===== src/lbds_pkg.sv =====
`default_nettype none
package lbds_pkg;

  typedef enum logic [1:0] {
    FUNC_ADD   = 2'd0,
    FUNC_READ  = 2'd1,
    FUNC_CLEAR = 2'd2,
    FUNC_NONE  = 2'd3
  } func_t;

  typedef enum logic [1:0] {
    REG_INV_BIN_WIDTH = 2'd0,
    REG_MAX_LAG       = 2'd1
  } reg_index_t;

  typedef struct packed {
    logic [1:0]         func;
    logic signed [31:0] position;
    logic [31:0]        sample_time;
    logic [10:0]        bin_index;
  } in_word_t;

  typedef struct packed {
    logic [10:0] pairs_added;
    logic        history_overflow;
    logic [31:0] bin_count;
    logic [47:0] abs_sum;
    logic [63:0] square_sum;
    logic [31:0] mean_abs;
    logic        bin_empty;
  } out_word_t;

  typedef enum logic [3:0] {
    ST_INIT,
    ST_IDLE,
    ST_CLEAR,
    ST_WALK_RD,
    ST_WALK_CALC,
    ST_WALK_BIN,
    ST_WALK_UPD,
    ST_ADD_DONE,
    ST_READ_RD,
    ST_READ_DIV,
    ST_RESULT
  } state_t;

  // Commands from the controller to the datapath.
  typedef struct packed {
    logic load_item;
    logic clear_step;
    logic hist_read;
    logic pair_calc;
    logic bin_read;
    logic bin_write;
    logic walk_next;
    logic hist_write;
    logic read_issue;
    logic div_step;
    logic result_load;
  } cmd_t;

  // Status from the datapath.
  typedef struct packed {
    logic clear_last;
    logic walk_done;
    logic lag_stop;
    logic pair_valid;
    logic div_last;
  } status_t;

  localparam int DIV_STEPS = 48;
  localparam int DIV_CNT_W = 6;

endpackage
`default_nettype wire


===== src/lbds_ctrl.sv =====
`default_nettype none
module lbds_ctrl (
  input  wire                clk,
  input  wire                rst_n,
  input  wire                in_valid,
  input  wire [1:0]          in_func,
  input  wire                out_ready,
  input  wire                out_full,
  input  wire lbds_pkg::status_t sts,
  output logic               in_ready,
  output lbds_pkg::cmd_t     cmd
);
  import lbds_pkg::*;

  state_t state_r, state_nxt;

  // State register; reset starts with a clearing pass of the bin store.
  always_ff @(posedge clk) begin
    if (!rst_n) state_r <= ST_INIT;
    else        state_r <= state_nxt;
  end

  // Next state and commands.
  always_comb begin
    state_nxt = state_r;
    cmd       = '0;
    in_ready  = 1'b0;
    case (state_r)
      ST_INIT: begin
        // The clearing pass after reset produces no result word.
        cmd.clear_step = 1'b1;
        if (sts.clear_last) state_nxt = ST_IDLE;
      end
      ST_IDLE: begin
        in_ready = 1'b1;
        if (in_valid) begin
          cmd.load_item = 1'b1;
          case (func_t'(in_func))
            FUNC_ADD:   state_nxt = ST_WALK_RD;
            FUNC_READ:  state_nxt = ST_READ_RD;
            FUNC_CLEAR: state_nxt = ST_CLEAR;
            default:    state_nxt = ST_RESULT;
          endcase
        end
      end
      ST_CLEAR: begin
        cmd.clear_step = 1'b1;
        if (sts.clear_last) state_nxt = ST_RESULT;
      end
      ST_WALK_RD: begin
        if (sts.walk_done) state_nxt = ST_ADD_DONE;
        else begin
          cmd.hist_read = 1'b1;
          state_nxt = ST_WALK_CALC;
        end
      end
      ST_WALK_CALC: begin
        cmd.pair_calc = 1'b1;
        state_nxt = ST_WALK_BIN;
      end
      ST_WALK_BIN: begin
        if (sts.lag_stop) state_nxt = ST_ADD_DONE;
        else if (sts.pair_valid) begin
          cmd.bin_read = 1'b1;
          state_nxt = ST_WALK_UPD;
        end else begin
          cmd.walk_next = 1'b1;
          state_nxt = ST_WALK_RD;
        end
      end
      ST_WALK_UPD: begin
        cmd.bin_write = 1'b1;
        cmd.walk_next = 1'b1;
        state_nxt = ST_WALK_RD;
      end
      ST_ADD_DONE: begin
        cmd.hist_write = 1'b1;
        state_nxt = ST_RESULT;
      end
      ST_READ_RD: begin
        cmd.read_issue = 1'b1;
        state_nxt = ST_READ_DIV;
      end
      ST_READ_DIV: begin
        cmd.div_step = 1'b1;
        if (sts.div_last) state_nxt = ST_RESULT;
      end
      ST_RESULT: begin
        if (!out_full || out_ready) begin
          cmd.result_load = 1'b1;
          state_nxt = ST_IDLE;
        end
      end
      default: state_nxt = ST_IDLE;
    endcase
  end
endmodule
`default_nettype wire


===== config.mk =====
export PLATFORM = sky130hd
export DESIGN_NAME = lbds_ctrl
export DESIGN_NICKNAME = d
export VERILOG_FILES = /design/src/lbds_pkg.sv /design/src/lbds_ctrl.sv
export SDC_FILE = /design/constraint.sdc
export NUM_CORES = 1
export LEC_CHECK = 0
export BUFFER_PORTS_ARGS = -buffer_cell sky130_fd_sc_hd__buf_2
export CAP_MARGIN = 20
export CORE_AREA = 4 4 41 43
export CTS_CLUSTER_DIAMETER = 30
export DETAILED_ROUTE_END_ITERATION = 16
export DIE_AREA = 0 0 45 47
export SLEW_MARGIN = 20
export SYNTH_ARGS = -nofsm -noshare
export SYNTH_HDL_FRONTEND = slang
export SYNTH_SLANG_ARGS = --single-unit

===== constraint.sdc =====
create_clock -name clk -period 2.4 [get_ports clk]
set_clock_uncertainty 0.15 [all_clocks]
set_input_delay 0.12 -clock clk [delete_from_list [all_inputs] [get_ports clk]]
set_output_delay 0.12 -clock clk [all_outputs]
set_load 0.01 [all_outputs]

==> impl_metrics.toml <==
[synthesis]
synth_nets = 77
synth_seq_cells = 4
synth-compound-area-share_pct = 27.4
yosysWarnings = 0
synth_top_family_by_area = "simple AND/OR/NAND/NOR gates"
synthCells = 65
netlist_area_um2 = 460
synth_area_per_cell_um2 = 7.08
yosys.area_share.simple_pct = 40.2
synth_mux_area_share_pct = 4.89
synth_cell_types = 32
synth_fa_ha_area_share_pct = 0
synth_seq_area_share_pct = 17.4
synth-xor-area-share_pct = 0

[clock_network]
ctsHtreeMaxLevel = 1
cts.path.max_buffers = 2
cts_tree = "done"
clock-sinks = 4
clockRootBuffer = "clkbuf_4"
cts_setup_buffers = 0
insertion_delay_ns = 0.23
clkTransAtPathRegs_ns = 0.04
post_cts_resized = 0
holdBufCountCts = 0
cts_buffers = 3

[setup_path]
critPathCaptureType = "output port"
setup.worst_path.start_class = "flop"
path_cells = "nand2b_1 -> nor3_1 -> buf_2"
cp_max_fo = 19
worst-setup-path-type = "flop to output port"
slowest_delay_ns = 0.67
cp_slowest_cell = "dfxtp_1"
required_ns = 2.13
reg2reg_depth = 4
cp.arrival_ns = 1.50

[sta]
slew_headroom_pct = 61.7
tightest_slew_ns = 0.573
setup_tns_ns = 0
hold_violations = 0
rsz0062_at_grt = "false"
holdWs_ns = 0.0189
max_freq_mhz = 566
fin_crit_sh_pct = 73.6
finalSetupViolations = 0
slew_violations = 0
period_minus_slack_ns = 1.77
setup_slack_ns = 0.633

[status]
status = "finished, final reports clean"

[detailed_routing]
dr.first_iter.drc_count = 7
vias_per_cell = 5.44
dr.pass1.iters = 4
drcViolationCount = 0
ant_nets = 0
num_vias = 544
avgRoutedWirePerCell_um = 12.2
routed_wl_um = 1220

[cells_and_area]
fill_cells = 140
reg.largest.list = "state_r x4"
antennaDiodeCount = 0
nNetsFinal = 99
drive_gt1_share_pct = 36.5
regMostFlops = "state_r"
final_cell_mix = "buf_2 (23), nor2_1 (10), nor3_1 (6)"
area_delta_synth_final_pct = 25.5
final_common_cell = "buf_2"
stdcell_count = 100
largest_reg_flops = 4

[floorplan]
rows = 13
die_y_um = 47
pin_count = 24
start_util_pct = 35.4
die_area_um2 = 2120
coreArea_um2 = 1300
die_w_um = 45

[global_routing]
grt_overflow_total = 0
grt_max_degree = 20
grt_pass1_vias = 503
grt_use_total_pct = 12.6
antenna_found_initial = 0
grt_pass1_wl_um = 2050

[place]
routabilityCongestion = 0.773
post-place-ws_ns = 0.672
dp.cells = 97
place_hpwl_um = 925
port_buffers = 23

[pwr]
vdd_ir_drop_max_v = 0.000359
p_leak_uw = 0.000256
power_density_nw_per_um2 = 968

[min_path]
min_path_type = "input pin to flop"
holdPathStages = 2

[job]
max_cap_viol_count = 0
-- routing by layer --
layer  part of all wire, %  GRT usage [%]  routed length [um]  vias to the layer above
li1                      -              -                   -                      279
met1                    47           16.1                 574                      246
met2                    47           22.6                 577                       19
met3                   5.9           1.15                  72                        0
met4                     0           3.51                   0                        0
met5                     0              0                   0                        -
-- synth_stat cells --
cell type  number  area share [%]
a21oi_1         4             4.3
a22oi_1         1             1.6
a31oi_1         1             1.4
a32o_1          1             2.2
and2_1          1             1.4
and4b_1         1             2.2
buf_2           4             4.3
buf_4           1             1.6
buf_6           1             2.4
dfxtp_1         4              17
inv_1           2             1.6
mux2_2          2             4.9
nand2_1         2             1.6
nand2b_1        5             6.8
nand3_1         1             1.1
nor2_1         10             8.2
nor2b_1         2             2.7
nor3_1          6             6.5
nor3b_1         1             1.6
nor4_1          2             2.7
nor4b_1         1             1.9
o211ai_1        1             1.6
o21a_1          1             1.6
o21ai_0         2             2.2
o21ai_2         1             1.9
o22ai_1         1             1.4
o311a_1         1             2.2
o31ai_2         1             2.7
o32a_2          1             2.4
o41ai_1         1             1.9
or3_1           1             1.4
or4b_1          1             2.2
-- cell type report --
cell class	instances	area (um2)	share of cell area, %
well taps	15	18.8	3.25
multi-input cells	53	334	57.8
inverters	2	7.51	1.30
repair buffers	23	115	19.9
clock buffers	3	22.5	3.90
flip-flops and latches	4	80.1	13.9
-- critical path: cells and delay by family (launching register included) --
kind / cells / cell delay (ns)
buffers and inverters: 1 / 0.15
and+or+nand+nor: 2 / 0.44
DFF: 1 / 0.67
-- path summary, 6_finish.rpt --
| path | from | to | slack (ns) |
|---|---|---|---|
| hold reg to reg | state_r[3]$_SDFFE_PN0P_ | state_r[2]$_SDFFE_PN0P_ | 0.65 |
| setup / recovery | state_r[2]$_SDFFE_PN0P_ | cmd[6] | 0.63 |
| hold / removal | rst_n | state_r[0]$_SDFFE_PN0P_ | 0.02 |
| setup reg to reg | state_r[2]$_SDFFE_PN0P_ | state_r[0]$_SDFFE_PN0P_ | 0.66 |
-- stage by stage --
| step | util [%] | instance area (um2) | total power (uW) |
|---|---|---|---|
| 4_1_cts | 44.4 | 578 | 564 |
| 3_3_place_gp | 42.7 | 556 | 477 |
| 5_1_grt | 44.4 | 578 | 611 |
| 6_report | 44.4 | 578 | 560 |
| 2_1_floorplan | - | 460 | 415 |
| 3_5_place_dp | 42.7 | 556 | 478 |
-- power breakdown --
group | internal (uW) | switching [uW]
clock network | 55.9 | 26.5
logic | 146 | 156
registers | 90.4 | 84.0
total | 293 | 267
-- cell families (layout without fill, tap and decap cells) --
kind of cell           Yosys count  after routing
buffers and inverters            8             28
and+or+nand+nor                 34             34
DFF                              4              4
AOI/OAI and AO/OA               17             17
muxes                            2              2
No activity file was read; power rests on OpenSTA's default activity.
